`src/rtl/clpd_pkg.sv`:
```
// ----------------------------------------------------------------------------
// Clip path record decoder - package
// Word types, segment codes, record selectors and configuration indexes.
// ----------------------------------------------------------------------------
`default_nettype none

package clpd_pkg;

  localparam int unsigned QUEUE_DEPTH = 4;

  // Record selectors
  localparam logic [15:0] REC_COUNT_CLOSED = 16'd0;
  localparam logic [15:0] REC_KNOT_CLOSED_LINKED = 16'd1;
  localparam logic [15:0] REC_KNOT_CLOSED_FREE = 16'd2;
  localparam logic [15:0] REC_COUNT_OPEN = 16'd3;
  localparam logic [15:0] REC_KNOT_OPEN_LINKED = 16'd4;
  localparam logic [15:0] REC_KNOT_OPEN_FREE = 16'd5;

  // Configuration register indexes
  localparam logic CFG_IMAGE_WIDTH = 1'b0;
  localparam logic CFG_IMAGE_HEIGHT = 1'b1;

  typedef enum logic [2:0] {
    SEG_MOVE   = 3'd0,
    SEG_LINE   = 3'd1,
    SEG_QUAD   = 3'd2,
    SEG_SMOOTH = 3'd3,
    SEG_CUBIC  = 3'd4
  } clpd_seg_kind_t;

  typedef struct packed {
    logic               new_block;
    logic [15:0]        record_kind;
    logic signed [15:0] knot_total;
    logic signed [31:0] before_y;
    logic signed [31:0] before_x;
    logic signed [31:0] anchor_y;
    logic signed [31:0] anchor_x;
    logic signed [31:0] after_y;
    logic signed [31:0] after_x;
  } clpd_record_t;

  typedef struct packed {
    clpd_seg_kind_t     segment_kind;
    logic               closes_path;
    logic signed [47:0] ctrl_a_x;
    logic signed [47:0] ctrl_a_y;
    logic signed [47:0] ctrl_b_x;
    logic signed [47:0] ctrl_b_y;
    logic signed [47:0] end_x;
    logic signed [47:0] end_y;
    logic               last_of_run;
  } clpd_segment_t;

  // Unscaled segment command passed from the front end to the scaler
  typedef struct packed {
    clpd_seg_kind_t     kind;
    logic               closes;
    logic               last;
    logic signed [31:0] a_x;
    logic signed [31:0] a_y;
    logic signed [31:0] b_x;
    logic signed [31:0] b_y;
    logic signed [31:0] e_x;
    logic signed [31:0] e_y;
  } clpd_seg_cmd_t;

endpackage

`default_nettype wire

```
`src/rtl/clpd_queue.sv`:
```
// ----------------------------------------------------------------------------
// Clip path record decoder - command queue
// Small register FIFO between the front end and the scaler.
// ----------------------------------------------------------------------------
`default_nettype none

module clpd_queue #(
  parameter int unsigned Depth = clpd_pkg::QUEUE_DEPTH
) (
  input  wire logic                    clk,
  input  wire logic                    rst,
  input  wire logic                    push_valid,
  input  wire clpd_pkg::clpd_seg_cmd_t push_data,
  output logic                         full,
  input  wire logic                    pop,
  output logic                         not_empty,
  output clpd_pkg::clpd_seg_cmd_t      pop_data
);

  localparam int unsigned IdxW = (Depth > 1) ? $clog2(Depth) : 1;
  localparam int unsigned CntW = $clog2(Depth + 1);

  clpd_pkg::clpd_seg_cmd_t entries [Depth];
  logic [IdxW-1:0]         wr_ptr;
  logic [IdxW-1:0]         rd_ptr;
  logic [CntW-1:0]         count;
  logic                    do_push;
  logic                    do_pop;

  always_comb begin
    full = (count == CntW'(Depth));
    not_empty = (count != '0);
    do_push = push_valid && !full;
    do_pop = pop && not_empty;
    pop_data = entries[rd_ptr];
  end

  always_ff @(posedge clk) begin
    if (rst) begin
      wr_ptr <= '0;
      rd_ptr <= '0;
      count <= '0;
    end else begin
      if (do_push) begin
        wr_ptr <= (wr_ptr == IdxW'(Depth - 1)) ? '0 : wr_ptr + 1'b1;
      end
      if (do_pop) begin
        rd_ptr <= (rd_ptr == IdxW'(Depth - 1)) ? '0 : rd_ptr + 1'b1;
      end
      if (do_push && !do_pop) begin
        count <= count + 1'b1;
      end else if (do_pop && !do_push) begin
        count <= count - 1'b1;
      end
    end
  end

  always_ff @(posedge clk) begin
    if (do_push) begin
      entries[wr_ptr] <= push_data;
    end
  end

endmodule

`default_nettype wire

```
`config.mk`:
```
export PLATFORM = sky130hd
export DESIGN_NAME = clpd_queue
export DESIGN_NICKNAME = d
export VERILOG_FILES = /design/src/rtl/clpd_pkg.sv /design/src/rtl/clpd_queue.sv
export SDC_FILE = /design/constraint.sdc
export NUM_CORES = 1
export LEC_CHECK = 0
export BUFFER_PORTS_ARGS = -buffer_cell sky130_fd_sc_hd__clkbuf_2
export CORE_UTILIZATION = 40
export DETAILED_ROUTE_END_ITERATION = 10
export GPL_ROUTABILITY_DRIVEN = 0
export SKIP_CTS_REPAIR_TIMING = 1
export SLEW_MARGIN = 20
export SYNTH_ARGS = -nofsm -noshare
export SYNTH_HDL_FRONTEND = slang
export SYNTH_SLANG_ARGS = --single-unit
```
`constraint.sdc`:
```
create_clock -name clk -period 6.3 [get_ports clk]
set_input_delay 0.63 -clock clk [delete_from_list [all_inputs] [get_ports clk]]
set_output_delay 0.63 -clock clk [all_outputs]
set_load 0.05 [all_outputs]
```
After elaboration in Yosys (flattened, before gate mapping)
Memories as Yosys holds them, arrays and structs flattened. A register that Yosys moved wholly into a read port is not among the register bits.
Cells that the tools add are included.
- flip-flop bits (word level): 7
- bits in writable memories: 788
- bits of input ports: 201
- output and inout bits: 199
- word-level logic and storage cells: 28
- memories: 1
- memory list (name ; depth ; width ; rd ports ; clocked after memory_dff ; wr ports ; line ; text):
    entries ; 4 ; 197 ; 1 ; 1 ; 1 ; clpd_queue.sv:23 ; clpd_pkg::clpd_seg_cmd_t entries [Depth];
- add/sub/neg operators: 4
- equal/unequal tests: 3
- multiplexer cells: 8
- reductions and logical operators: 9
- operator list (operator ; number):
    $mux W2 ; 4
    $mux W3 ; 2
    $add A2 B1 Y2 const B ; 2
    $eq A2 B2 Y1 const B ; 2
    $logic_and A1 B1 Y1 ; 4
    $add A3 B1 Y3 const B ; 1
    $eq A3 B3 Y1 const B ; 1
    $logic_not A1 Y1 ; 3
    $reduce_bool A3 Y1 ; 1
    $sub A3 B1 Y3 const B ; 1
    $mux W1 ; 2
    $reduce_bool A2 Y1 ; 1

Logic depth before layout (Yosys ltp)
- depth in word-level cells: 7
- mapped depth: 10
- mapped depth without buffers: 9

Least setup slack after synthesis
No wires, ideal clock.
- kind: reg2reg
- start point: reg count[0]
- end point: mem entries[0][0] (netlist name), enable pin
- setup time: 0.583 ns
- arrival time: 5.298 ns
- required time: 5.717 ns
- setup slack: 0.418 ns
- cell stages (with the launch flop): 4
- buffers on the path: 1
- period minus slack after synthesis: 5.882 ns
- path through: dfxtp_1 > or3b_1 > clkbuf_1 > and3_1
- cells in the longest elaborated chain, start to end: 5
- ends and longest elaborated chain (what ; line ; text):
    start: declaration ; clpd_queue.sv:26 ; logic [CntW-1:0] count;
    start signal: assignment ; clpd_queue.sv:51 ; count <= count + 1'b1;
    start signal: assignment ; clpd_queue.sv:53 ; count <= count - 1'b1;
    $eq A3 B3 Y1 ; clpd_queue.sv:31 ; full = (count == CntW'(Depth));
    $logic_not A1 Y1 ; clpd_queue.sv:33 ; do_push = push_valid && !full;
    $logic_and A1 B1 Y1 ; clpd_queue.sv:33 ;
    $mux W1 ; clpd_queue.sv:59 ; if (do_push) begin
    $mux W1 (implied by the code) ; clpd_queue.sv:60 ; entries[wr_ptr] <= push_data;
    end: declaration ; clpd_queue.sv:23 ;
No other way between the ends.

==> reports/metrics.cfg <==
[pwr]
p_int_uw = 10360
seqPwrFrac_pct = 42.2
power_switching_share_pct = 33.52
ir_drop_uv = 358.3
power.clock.fraction_pct = 30.0
switchingPower_uw = 5224
p_per_area_nw_per_um2 = 450.3
p_leak_uw = 0.01153
combPwrFrac_pct = 27.8

[route]
ant_nets = 0
drt_wl_total_um = 56730
first_pass_iters = 4
wl_per_cell_um = 22.27
vias_per_cell = 5.059
initialDrtViolationCount = 858
vias = 12880
post-route-drc-count = 0

[place]
dp_hpwl_um = 33080
dp_cells = 2396
port_buffers = 399

[setup_path]
critical_path_buf_inv_count = 2
max_stage_delay_ps = 710
rr_worst_depth = 3
path_class = flop to output pin
cp_top_family = buffers and inverters
ff2ff_setup_slack_ps = 3710
reg2reg_from = count[0]
start_kind = flop
cp_max_fo = 87
arrival_ps = 3020
worstSetupEndpointType = output pin
critPathSlowestCell = dfxtp_4
worstPathRequired_ps = 5670
crit_chain = buf_12 -> mux4_2 -> clkbuf_2
r2r-end = entries[0][151]

[sta]
period_minus_slack_ps = 3651
hold_viol_final = 0
worst_pin_slew_ps = 975.2
fin_worst_skew_ps = 33.90
setup_violations = 0
relSlewSlack_pct = 34.99
final.period_utilization_pct = 57.96
fmax_mhz = 273.9
rsz0062_at_grt = no
tns_ps = 0
maxSlewViolCount = 0

[global_routing]
grtUsageMet3_pct = 6.009
grt_max_degree = 116
grtUsageMet1_pct = 19.41
grt_first_pass_wirelength_um = 84700
track_usage_pct = 15.55
antenna_found_initial = 10
grt_busiest_layer = met2
grt-ovfl-total = 0
grt_pass1_vias = 13650
use_met2_pct = 25.18

[yosys]
yosysUniqueCellTypes = 23
synth_area_leaders = edfxtp_1 (82%), mux4_2 (15%), dfxtp_1 (0.62%)
syn_nets = 1287
ys_ff_latch = 797
yosysTopAreaCell = edfxtp_1
ys_seq_area_share_pct = 82.55
ys_warn_count = 0
synth_top_area_share_pct = 81.93
syn_area_per_cell_sq_um = 26.77
syn_inst = 1079
synthesis.area_sq_um = 28880

[die]
dieHeight_um = 270.7
coreArea_sq_um = 71490
start_util_pct = 40.40
fp.dieArea_sq_um = 73280
chipWidth_um = 270.7
num_rows = 98
ioPinCount = 400

[final_layout]
multiInputGateArea_sq_um = 4721
seqCellArea_sq_um = 23850
final_nets = 1738
area_delta_synth_final_pct = 19.82
drive_gt1_share_pct = 46.21
fill_cells = 5806
instances_no_fill = 2547

[clock_tree]
clock-root-buffer = clkbuf_16
cts_tree = done
cts_max_level = 3
clk_latency_ps = 620
cts_buffers = 82
clock_sinks = 797
clk_pin_slew_ps = 60
cts.path.max_buffers = 3

[status]
status = finished, final reports clean

[min_path]
hp-start = push_data[183]
min_path_type = input port to flop
hold_depth = 1
hold_end = entries[0][183]

[run]
maxCapViolCount = 0

cell families after synthesis:
| logic type | count (synthesis) | share of synthesized area, % |
|---|---|---|
| muxes | 199 | 15.43 |
| buffers and inverters | 51 | 1.170 |
| and+or+nand+nor | 16 | 0.2989 |
| DFF | 797 | 82.55 |
| AOI/OAI and AO/OA | 7 | 0.1559 |
| xor gates and xnor gates | 2 | 0.06066 |
| adders and majority gates | 7 | 0.3292 |
flip-flops by register name, indices dropped and copies added, names as in the netlist, named ones only:
signal and cells:
rd_ptr 2, entries 788, count 3, wr_ptr 2
cell usage after synthesis (all sizes together):
| library cell | instances |
|---|---|
| or3b | 1 |
| ha | 6 |
| inv | 5 |
| and3 | 4 |
| buf | 37 |
| edfxtp | 788 |
| nand2 | 1 |
| or3 | 3 |
| nand3 | 2 |
| o31ai | 2 |
| clkbuf | 9 |
| fa | 1 |
| o21ai | 2 |
| mux2i | 2 |
| dfxtp | 9 |
| a21oi | 3 |
| mux4 | 197 |
| xor2 | 2 |
| nor3 | 1 |
| nor2 | 4 |
power groups by stage:
| stage | Sequential [uW] | Clock [uW] | Combinational [uW] |
|---|---|---|---|
| after floorplan | 6700 | 0 | 3450 |
| after global placement | 6670 | 0 | 4410 |
| after detailed placement | 6700 | 0 | 4420 |
| after CTS | 6590 | 4810 | 4430 |
| after global routing | 6630 | 4990 | 4550 |
| final | 6580 | 4680 | 4330 |
how the worst max path moves through the flow:
| stage | from | to | slack, ps | cells past startpoint |
|---|---|---|---|---|
| global placement | flop | pop_data[114] | 3220 | 3 |
| floorplan | count[0] | entries[0][0] | 420 | 3 |
| global route | flop | pop_data[108] | 2390 | 3 |
| finish | flop | pop_data[114] | 2650 | 3 |
| CTS | flop | pop_data[114] | 2520 | 3 |
| detailed placement | flop | pop_data[114] | 3220 | 3 |
per-layer routing:
| layer | vias to the layer above | share of wire (%) |
|---|---|---|
| met1 | 6801 | 40 |
| met4 | 18 | 2.3 |
| met2 | 345 | 50 |
| met5 | - | 0.20 |
| li1 | 5617 | - |
| met3 | 103 | 8.2 |
cell type report:
class                      instances  area share, %
sequential                       797          68.92
multi-input combinational        231          13.64
timing repair buffer             413          6.327
clock buffer                      92          6.067
tap                              950          3.435
clock inverter                    57          1.544
inverter                           5        0.05423
antenna                            2        0.01446
cells in the final DEF (no fill, tap or decap), types with 5 or more instances in the layout:
cell type,netlist,final
clkinv_2,0,18
inv_6,0,5
clkbuf_1,9,9
bufinv_16,0,7
dfxtp_1,9,7
buf_4,0,7
edfxtp_1,788,788
clkbuf_16,0,82
ha_1,6,6
clkbuf_2,0,399
clkinv_1,0,21
mux4_2,197,197
buf_12,0,7
stage by stage:
stage	hold WS, ps	util [%]	cell area (sq um)	worst slack [ps]	total power (uW)
2_1_floorplan	463.4	-	28880	418.1	10160
3_3_place_gp	482.7	44.72	31970	3222	11080
3_5_place_dp	497.1	44.72	31970	3220	11120
4_1_cts	172.0	48.40	34600	2521	15830
5_1_grt	182.1	48.41	34600	2390	16170
6_report	221.1	48.41	34610	2649	15580
No activity file was read; power rests on OpenSTA's default activity.
