File: src/rtl/clpd_pkg.sv
// ----------------------------------------------------------------------------
// Clip path record decoder - package
// Word types, segment codes, record selectors and configuration indexes.
// ----------------------------------------------------------------------------
`default_nettype none

package clpd_pkg;

  localparam int unsigned QUEUE_DEPTH = 4;

  // Record selectors
  localparam logic [15:0] REC_COUNT_CLOSED = 16'd0;
  localparam logic [15:0] REC_KNOT_CLOSED_LINKED = 16'd1;
  localparam logic [15:0] REC_KNOT_CLOSED_FREE = 16'd2;
  localparam logic [15:0] REC_COUNT_OPEN = 16'd3;
  localparam logic [15:0] REC_KNOT_OPEN_LINKED = 16'd4;
  localparam logic [15:0] REC_KNOT_OPEN_FREE = 16'd5;

  // Configuration register indexes
  localparam logic CFG_IMAGE_WIDTH = 1'b0;
  localparam logic CFG_IMAGE_HEIGHT = 1'b1;

  typedef enum logic [2:0] {
    SEG_MOVE   = 3'd0,
    SEG_LINE   = 3'd1,
    SEG_QUAD   = 3'd2,
    SEG_SMOOTH = 3'd3,
    SEG_CUBIC  = 3'd4
  } clpd_seg_kind_t;

  typedef struct packed {
    logic               new_block;
    logic [15:0]        record_kind;
    logic signed [15:0] knot_total;
    logic signed [31:0] before_y;
    logic signed [31:0] before_x;
    logic signed [31:0] anchor_y;
    logic signed [31:0] anchor_x;
    logic signed [31:0] after_y;
    logic signed [31:0] after_x;
  } clpd_record_t;

  typedef struct packed {
    clpd_seg_kind_t     segment_kind;
    logic               closes_path;
    logic signed [47:0] ctrl_a_x;
    logic signed [47:0] ctrl_a_y;
    logic signed [47:0] ctrl_b_x;
    logic signed [47:0] ctrl_b_y;
    logic signed [47:0] end_x;
    logic signed [47:0] end_y;
    logic               last_of_run;
  } clpd_segment_t;

  // Unscaled segment command passed from the front end to the scaler
  typedef struct packed {
    clpd_seg_kind_t     kind;
    logic               closes;
    logic               last;
    logic signed [31:0] a_x;
    logic signed [31:0] a_y;
    logic signed [31:0] b_x;
    logic signed [31:0] b_y;
    logic signed [31:0] e_x;
    logic signed [31:0] e_y;
  } clpd_seg_cmd_t;

endpackage

`default_nettype wire

File: src/rtl/clpd_front.sv
// ----------------------------------------------------------------------------
// Clip path record decoder - front end
// Accepts records, tracks subpath state and issues unscaled segment commands.
// ----------------------------------------------------------------------------
`default_nettype none

module clpd_front (
  input  wire logic                   clk,
  input  wire logic                   rst,
  input  wire logic                   record_valid,
  output logic                        record_stall,
  input  wire clpd_pkg::clpd_record_t record,
  input  wire logic                   width_zero,
  input  wire logic                   height_zero,
  input  wire logic                   queue_full,
  output logic                        push_valid,
  output clpd_pkg::clpd_seg_cmd_t     push_data
);

  // Points compare equal after scaling when the scale is zero or raw bits match
  function automatic logic pt_eq(input logic [31:0] px, input logic [31:0] py,
                                 input logic [31:0] qx, input logic [31:0] qy,
                                 input logic wz, input logic hz);
    pt_eq = (wz || (px == qx)) && (hz || (py == qy));
  endfunction

  function automatic clpd_pkg::clpd_seg_cmd_t make_seg(
      input logic [31:0] pax, input logic [31:0] pay,
      input logic [31:0] pfx, input logic [31:0] pfy,
      input logic [31:0] bx, input logic [31:0] by,
      input logic [31:0] ax, input logic [31:0] ay,
      input logic wz, input logic hz, input logic closing, input logic last);
    clpd_pkg::clpd_seg_cmd_t c;
    logic prev_flat;
    logic cur_flat;
    prev_flat = pt_eq(pax, pay, pfx, pfy, wz, hz);
    cur_flat = pt_eq(bx, by, ax, ay, wz, hz);
    c = '0;
    c.closes = closing;
    c.last = last;
    if (prev_flat && cur_flat) begin
      c.kind = clpd_pkg::SEG_LINE;
    end else if (prev_flat) begin
      c.kind = clpd_pkg::SEG_QUAD;
      c.a_x = bx;
      c.a_y = by;
    end else begin
      c.a_x = pfx;
      c.a_y = pfy;
      if (cur_flat) begin
        c.kind = clpd_pkg::SEG_SMOOTH;
      end else begin
        c.kind = clpd_pkg::SEG_CUBIC;
        c.b_x = bx;
        c.b_y = by;
      end
    end
    c.e_x = ax;
    c.e_y = ay;
    make_seg = c;
  endfunction

  logic [15:0]             knots_left;
  logic                    subpath_open;
  logic [31:0]             first_pts [4];
  logic [31:0]             prev_pts [4];
  logic                    pend_valid;
  clpd_pkg::clpd_seg_cmd_t pend_cmd;

  logic                    accept;
  logic [15:0]             kl_eff;
  logic [15:0]             kl_dec;
  logic [15:0]             knots_left_next;
  logic                    open_eff;
  logic                    is_count;
  logic                    is_knot;
  logic                    knot_go;
  logic                    closing_now;
  logic [31:0]             first_new [4];
  clpd_pkg::clpd_seg_cmd_t first_cmd;
  clpd_pkg::clpd_seg_cmd_t close_cmd;

  always_comb begin
    record_stall = pend_valid || queue_full;
    accept = record_valid && !record_stall;

    // A new block clears path state ahead of the record
    kl_eff = record.new_block ? 16'd0 : knots_left;
    open_eff = record.new_block ? 1'b0 : subpath_open;
    kl_dec = kl_eff - 16'd1;

    is_count = record.record_kind inside {clpd_pkg::REC_COUNT_CLOSED,
                                          clpd_pkg::REC_COUNT_OPEN};
    is_knot = record.record_kind inside {clpd_pkg::REC_KNOT_CLOSED_LINKED,
                                         clpd_pkg::REC_KNOT_CLOSED_FREE,
                                         clpd_pkg::REC_KNOT_OPEN_LINKED,
                                         clpd_pkg::REC_KNOT_OPEN_FREE};
    knot_go = is_knot && (kl_eff != 16'd0);
    closing_now = knot_go && (kl_dec == 16'd0);

    if (is_count) begin
      if (kl_eff == 16'd0) begin
        knots_left_next = record.knot_total[15] ? 16'd0 : record.knot_total;
      end else begin
        knots_left_next = kl_eff;
      end
    end else if (knot_go) begin
      knots_left_next = kl_dec;
    end else begin
      knots_left_next = kl_eff;
    end

    if (open_eff) begin
      first_new = first_pts;
      first_cmd = make_seg(prev_pts[0], prev_pts[1], prev_pts[2], prev_pts[3],
                           record.before_x, record.before_y,
                           record.anchor_x, record.anchor_y,
                           width_zero, height_zero, 1'b0, !closing_now);
    end else begin
      first_new[0] = record.before_x;
      first_new[1] = record.before_y;
      first_new[2] = record.anchor_x;
      first_new[3] = record.anchor_y;
      first_cmd = '0;
      first_cmd.kind = clpd_pkg::SEG_MOVE;
      first_cmd.last = !closing_now;
      first_cmd.e_x = record.anchor_x;
      first_cmd.e_y = record.anchor_y;
    end

    // Closing segment runs from this knot back to the first anchor
    close_cmd = make_seg(record.anchor_x, record.anchor_y,
                         record.after_x, record.after_y,
                         first_new[0], first_new[1], first_new[2], first_new[3],
                         width_zero, height_zero, 1'b1, 1'b1);

    push_valid = pend_valid ? !queue_full : (accept && knot_go);
    push_data = pend_valid ? pend_cmd : first_cmd;
  end

  always_ff @(posedge clk) begin
    if (rst) begin
      knots_left <= '0;
      subpath_open <= 1'b0;
      pend_valid <= 1'b0;
    end else begin
      if (pend_valid && !queue_full) begin
        pend_valid <= 1'b0;
      end
      if (accept) begin
        knots_left <= knots_left_next;
        subpath_open <= knot_go ? !closing_now : open_eff;
        if (closing_now) begin
          pend_valid <= 1'b1;
        end
      end
    end
  end

  always_ff @(posedge clk) begin
    if (accept && knot_go) begin
      first_pts <= first_new;
      prev_pts[0] <= record.anchor_x;
      prev_pts[1] <= record.anchor_y;
      prev_pts[2] <= record.after_x;
      prev_pts[3] <= record.after_y;
    end
    if (accept && closing_now) begin
      pend_cmd <= close_cmd;
    end
  end

endmodule

`default_nettype wire

File: config.mk
export PLATFORM = sky130hd
export DESIGN_NAME = clpd_front
export DESIGN_NICKNAME = d
export VERILOG_FILES = /design/src/rtl/clpd_pkg.sv /design/src/rtl/clpd_front.sv
export SDC_FILE = /design/constraint.sdc
export NUM_CORES = 1
export LEC_CHECK = 0
export CORE_ASPECT_RATIO = 1.4
export CORE_UTILIZATION = 41
export CTS_CLUSTER_DIAMETER = 80
export DETAILED_ROUTE_END_ITERATION = 12
export DONT_BUFFER_PORTS = 1
export GPL_TIMING_DRIVEN = 0
export HOLD_SLACK_MARGIN = 0.05
export PLACE_DENSITY = 0.64
export SETUP_SLACK_MARGIN = 0.3
export SLEW_MARGIN = 20
export SYNTH_ARGS = -nofsm -noshare
export SYNTH_HDL_FRONTEND = slang
export SYNTH_SLANG_ARGS = --single-unit
File: constraint.sdc
create_clock -name clk -period 31.7 [get_ports clk]
set_input_delay 6.34 -clock clk [delete_from_list [all_inputs] [get_ports clk]]
set_output_delay 6.34 -clock clk [all_outputs]
set_load 0.01 [all_outputs]
* Word-level counts from Yosys, hierarchy flattened *
Memories as Yosys holds them, arrays and structs flattened.
Index checks and enable logic that the tools add are counted.

word-level totals
  register bits = 341
  RAM bits = 128
  input bits = 231
  output and inout bits = 199
  word-level logic and storage cells = 88
  memories kept = 1

memories
  memory    depth  width  rd ports  clocked after memory_dff  wr ports  line              text
  prev_pts  4      32     4         0                         4         clpd_front.sv:66  logic [31:0] prev_pts [4];

operators by class
  add/sub/neg operators = 1
  equal/unequal tests = 13
  multiplexer cells = 26
  reductions and logical operators = 32

operator list
  operator                 number
  $mux W197                2
  $eq A32 B32 Y1           8
  $mux W128                2
  $mux W64                 4
  $mux W16                 4
  $logic_not A16 Y1        3
  $eq A16 B2 Y1 const B    2
  $eq A16 B3 Y1 const B    2
  $eq A16 B1 Y1 const B    1
  $reduce_bool A16 Y1      1
  $sub A16 B1 Y16 const B  1
  $mux W15                 1
  $logic_and A1 B1 Y1      12
  $mux W3                  4
  $logic_or A1 B1 Y1       9
  $mux W1                  8
  $reduce_bool A4 Y1       1
  $logic_not A1 Y1         3
  $reduce_or A3 Y1         1
  $mux W2                  1
  $reduce_bool A2 Y1       1
  $reduce_or A2 Y1         1

* Longest topological paths before layout *
  word-level depth = 8
  gate-level depth with buffers = 13
  mapped depth without buffers = 9

* Worst setup path before layout *
OpenSTA, ideal clock, no wires.

  kind = input port to flip-flop
  from = in record[211] (netlist name)
  to = reg knots_left[14]
  setup time = 0.552 ns
  arrival time = 18.779 ns
  required time = 31.148 ns
  slack = 12.369 ns
  stages on the path = 8
  path buffers = 2
  path through = nor4_1 nand4_1 or3b_2 clkbuf_1 or2_1 buf_4 nor2_1 a211oi_2

between the ends
  cells in the longest elaborated chain, start to end = 5
  elaborated cells between the ends (all ways) = 11
  those cells by class = eq/ne: 5; mux: 2; reduce/logical: 4

RTL lines
  item                                         line               text
  from (decl)                                  clpd_front.sv:12   input wire clpd_pkg::clpd_record_t record,
  $eq A16 B1 Y1, or another cell as far along  clpd_front.sv:94   is_knot = record.record_kind inside {clpd_pkg::REC_KNOT_CLOSED_LINKED,
  $reduce_bool A4 Y1                           clpd_front.sv:94
  $logic_and A1 B1 Y1                          clpd_front.sv:98   knot_go = is_knot && (kl_eff != 16'd0);
  $mux W16                                     clpd_front.sv:107  end else if (knot_go) begin
  $mux W16 *                                   clpd_front.sv:101  if (is_count) begin
  to (signal assigned)                         clpd_front.sv:151  knots_left <= knots_left_next;
  to (decl)                                    clpd_front.sv:63   logic [15:0] knots_left;

Mark *: on every way between the ends. The rest lies on a longest branch, timed or not.
A chain may end at the register's enable or synchronous reset.

==> flow_metrics.env <==
export IMPL_critPathCaptureType="output pin"
export IMPL_yosys_most_used_dff="edfxtp_1"
export IMPL_synth_async_sr_flop_share_pct=0
export IMPL_cts_repair_resize_count=0
export IMPL_synthCells=1964
export IMPL_grt_antenna_before_repair=1
export IMPL_cpMaxStageDelayCell="clkbuf_1"
export IMPL_synth_cell_count_leaders="451 x edfxtp_1, 342 x nand2_1, 184 x xor2_1"
export IMPL_crit_type="primary input to output pin"
export IMPL_total_power_divided_by_cell_area_mw_per_mm2=50.6
export IMPL_via_count_of_the_first_global_routing_pass=16500
export IMPL_holdBufCountCts=0
export IMPL_gr_max_usage_layer="met2"
export IMPL_min_from="subpath_open"
export IMPL_final_max_slew_viol_count=0
export IMPL_final_period_minus_worst_setup_slack_ns=16.77
export IMPL_min_to="subpath_open"
export IMPL_slew_limit_headroom_pct=22.0
export IMPL_clock_tree_from_tritoncts="done"
export IMPL_synth_edf_count=451
export IMPL_cts_buffers=49
export IMPL_share_of_the_yosys_chip_area_belonging_to_registers_pct=59.5
export IMPL_outcome="finished clean"
export IMPL_cp_required_ns=25.36
export IMPL_critPathMaxStageDelay_ns=0.56
export IMPL_syn_avg_cell_area_um2=11.9
export IMPL_layout_area_overhead_vs_synth_pct=12.2
export IMPL_grtUsageMet2_pct=49.7
export IMPL_comb_power_share_pct=5.4
export IMPL_synth_top_area_share_pct=58.0
export IMPL_ioPinCount=430
export IMPL_clk_latency_ns=0.60
export IMPL_fin_util_pct=46.6
export IMPL_power_report_internal_total_mw=1.03
export IMPL_total_drc_errors_in_the_routed_layout=0
export IMPL_routability_congestion=0.893
export IMPL_detail_route_first_pass_iterations=8
export IMPL_yosysMostFrequentCell="edfxtp_1"
export IMPL_clock_sink_count=469
export IMPL_post_synth_num_cell_types=68
export IMPL_crit_path_start_kind="primary input"
export IMPL_hold_viol=0
export IMPL_die_area_mm2=0.0580
export IMPL_cts_max_level=2
export IMPL_drive_gt1_share_pct=9.22
export IMPL_grt_setup_unrepaired="false"
export IMPL_cap_viol_max_count=0
export IMPL_initialDrtViolationCount=1360
export IMPL_core_rowCount=103
export IMPL_critical_path_peak_fanout=10
export IMPL_cts_root_buffer_cell="clkbuf_16"
export IMPL_synth_largest_area_cell="edfxtp_1"
export IMPL_detail_route_wl_per_cell_um=29.6
export IMPL_report_final_setup_viol=0
export IMPL_synth_seq_cells=469
export IMPL_p_sw_share_pct=22.8
export IMPL_worst_slew_pin_transition_ns=1.17
export IMPL_max_clock_freq_mhz=59.6
export IMPL_grt_pass1_wl_um=117000
export IMPL_grt_total_usage_pct=28.1
export IMPL_grt_remaining_overflow=0
export IMPL_rr_startpoint="knots_left[1]"
export IMPL_synth_area_leaders="edfxtp_1 58%, xor2_1 6.9%, mux2i_1 5.5%, nand2_1 5.5%, o21ai_0 3.2%"
export IMPL_dieHeight_um=284
export IMPL_die_width_um=204
export IMPL_globalRouteMet3Util_pct=7.12
export IMPL_tightest_hold_check_type="register to register"
export IMPL_detailed_placement_wirelength_estimate_um=62900
export IMPL_initial_utilization_pct=41.5
export IMPL_routed_wirelength_um=83100
export IMPL_timing_clock_skew_ns=0.0280
export IMPL_via_count=16300
export IMPL_power_switching_mw=0.303
export IMPL_p_leak_nw=8.88
export IMPL_timing_reg2reg_setup_slack_ns=27.37
export IMPL_floorplan_core_area_mm2=0.0563
export IMPL_clock_slew_seen_by_the_registers_of_the_worst_setup_and_hold_paths_ns=0.06
export IMPL_postCtsSetupBuffers=0
export IMPL_worstRegToRegCells=10
export IMPL_grt_start_max_net_pins=81
export IMPL_vdd_ir_drop_worst_mv=0.0365
export IMPL_port_buffers=0
export IMPL_power_frac_clock_pct=43.4
export IMPL_timing_critical_path_mode_cell="clkbuf_1"
export IMPL_syn_cell_area_mm2=0.0234
export IMPL_hold_path_depth=2
export IMPL_sequential_cell_fraction_of_total_power_pct=51.2
export IMPL_timing_critical_path_arrival_ns=10.43
export IMPL_final_net_count=2266
export IMPL_synth_warnings=0
export IMPL_groute_layer_met1_usage_pct=32.0
export IMPL_syn_nets=2200
export IMPL_worst_r2r_endpoint="pend_cmd[166]"
export IMPL_fin_crit_sh_pct=52.9
export IMPL_finalSetupTns_ns=0
export IMPL_ant_nets_after_route=0
export IMPL_critical_path_cell_chain="a21oi_1 -> nor2_1 -> buf_1 -> buf_2 -> ha_1 -> or3_1 -> clkbuf_1 -> nor3_2 -> buf_6 -> clkbuf_1 -> a22o_1"
export IMPL_vias_per_cell=5.82
export IMPL_max_clock_path_buffers=3
==> routing by layer <==
metal	wire (um)	vias to the layer above	part of all wire (%)
li1	-	7234	-
met5	0	-	0
met2	42500	758	51
met1	30000	8195	36
met3	7230	150	8.7
met4	3380	0	4.1
==> critical path, delay by kind of cell <==
kind / cells / cell delay [ns]
buffers and inverters: 5 / 1.99
and+or+nand+nor: 3 / 1.11
adders and majority gates: 1 / 0.24
AOI/OAI and AO/OA: 2 / 0.73
==> area by class of cell <==
class                   count  area, um^2
multi-input cells        1317        8780
inverters                  74         285
clock buffers              58        1260
flip-flops and latches    469       13900
repair buffers             15         339
clock inverters            34         307
well taps                 735         920
diodes                      2        5.00
fillers                  5247       30100
plain buffers             104         423
==> stage by stage <==
stage | setup WS [ns] | hold slack, ns | instances | total power [mW] | area [um^2]
finish | 14.93 | 0.471 | 2808 | 1.33 | 26200
global route | 14.79 | 0.513 | 2806 | 1.36 | 26200
CTS | 14.86 | 0.478 | 2806 | 1.34 | 26200
detailed placement | 14.87 | 0.469 | 2714 | 0.765 | 24700
global placement | 6.61 | 0.473 | 2699 | 0.764 | 24300
floorplan | 12.37 | 0.445 | 1964 | 0.741 | 23400
==> cell families after synthesis <==
kind of cell	share of synthesized area, %
adders and majority gates	0.268
xor gates and xnor gates	9.86
and+or+nand+nor	10.9
buffers and inverters	2.99
AOI/OAI and AO/OA	7.84
muxes	8.61
DFF	59.5
==> registers in the layout, summed over array words and instances, names as in the netlist <==
signal and count:
first_pts 128, knots_left 16, pend_cmd 195, pend_valid 1, prev_pts 128, subpath_open 1
==> how the worst max path moves through the flow <==
stage / from / to / slack [ns]
after global routing: width_zero / push_data[105] / 14.79
after CTS: width_zero / push_data[105] / 14.86
after floorplan: record[211] / knots_left[14] / 12.37
after global placement: record[211] / knots_left[14] / 6.61
after detailed placement: width_zero / push_data[105] / 14.87
final: width_zero / push_data[105] / 14.93
==> power by group through the flow <==
stage	combinational [mW]	clock (mW)	sequential, mW
after floorplan	0.0481	0	0.693
after global placement	0.0708	0	0.693
after detailed placement	0.0719	0	0.693
after CTS	0.0724	0.587	0.680
after global routing	0.0782	0.606	0.679
final	0.0722	0.576	0.680
==> layout by cell type (no fill, tap or decap), drive strengths merged, types with 4 or more instances in the layout <==
cell type / n
o31ai: 4
nor2: 86
or3: 6
a211oi: 5
a22o: 65
nand2: 342
or4: 7
dfxtp: 18
a21oi: 22
clkinv: 22
inv: 81
o21ai: 150
mux2: 64
xnor2: 79
ha: 5
nor3: 14
nand4: 33
xor2: 184
mux2i: 129
nor4: 58
buf: 44
bufinv: 4
nand3: 6
edfxtp: 451
nor2b: 4
clkbuf: 133
a31oi: 4
Power figures use the tool's default switching activity.
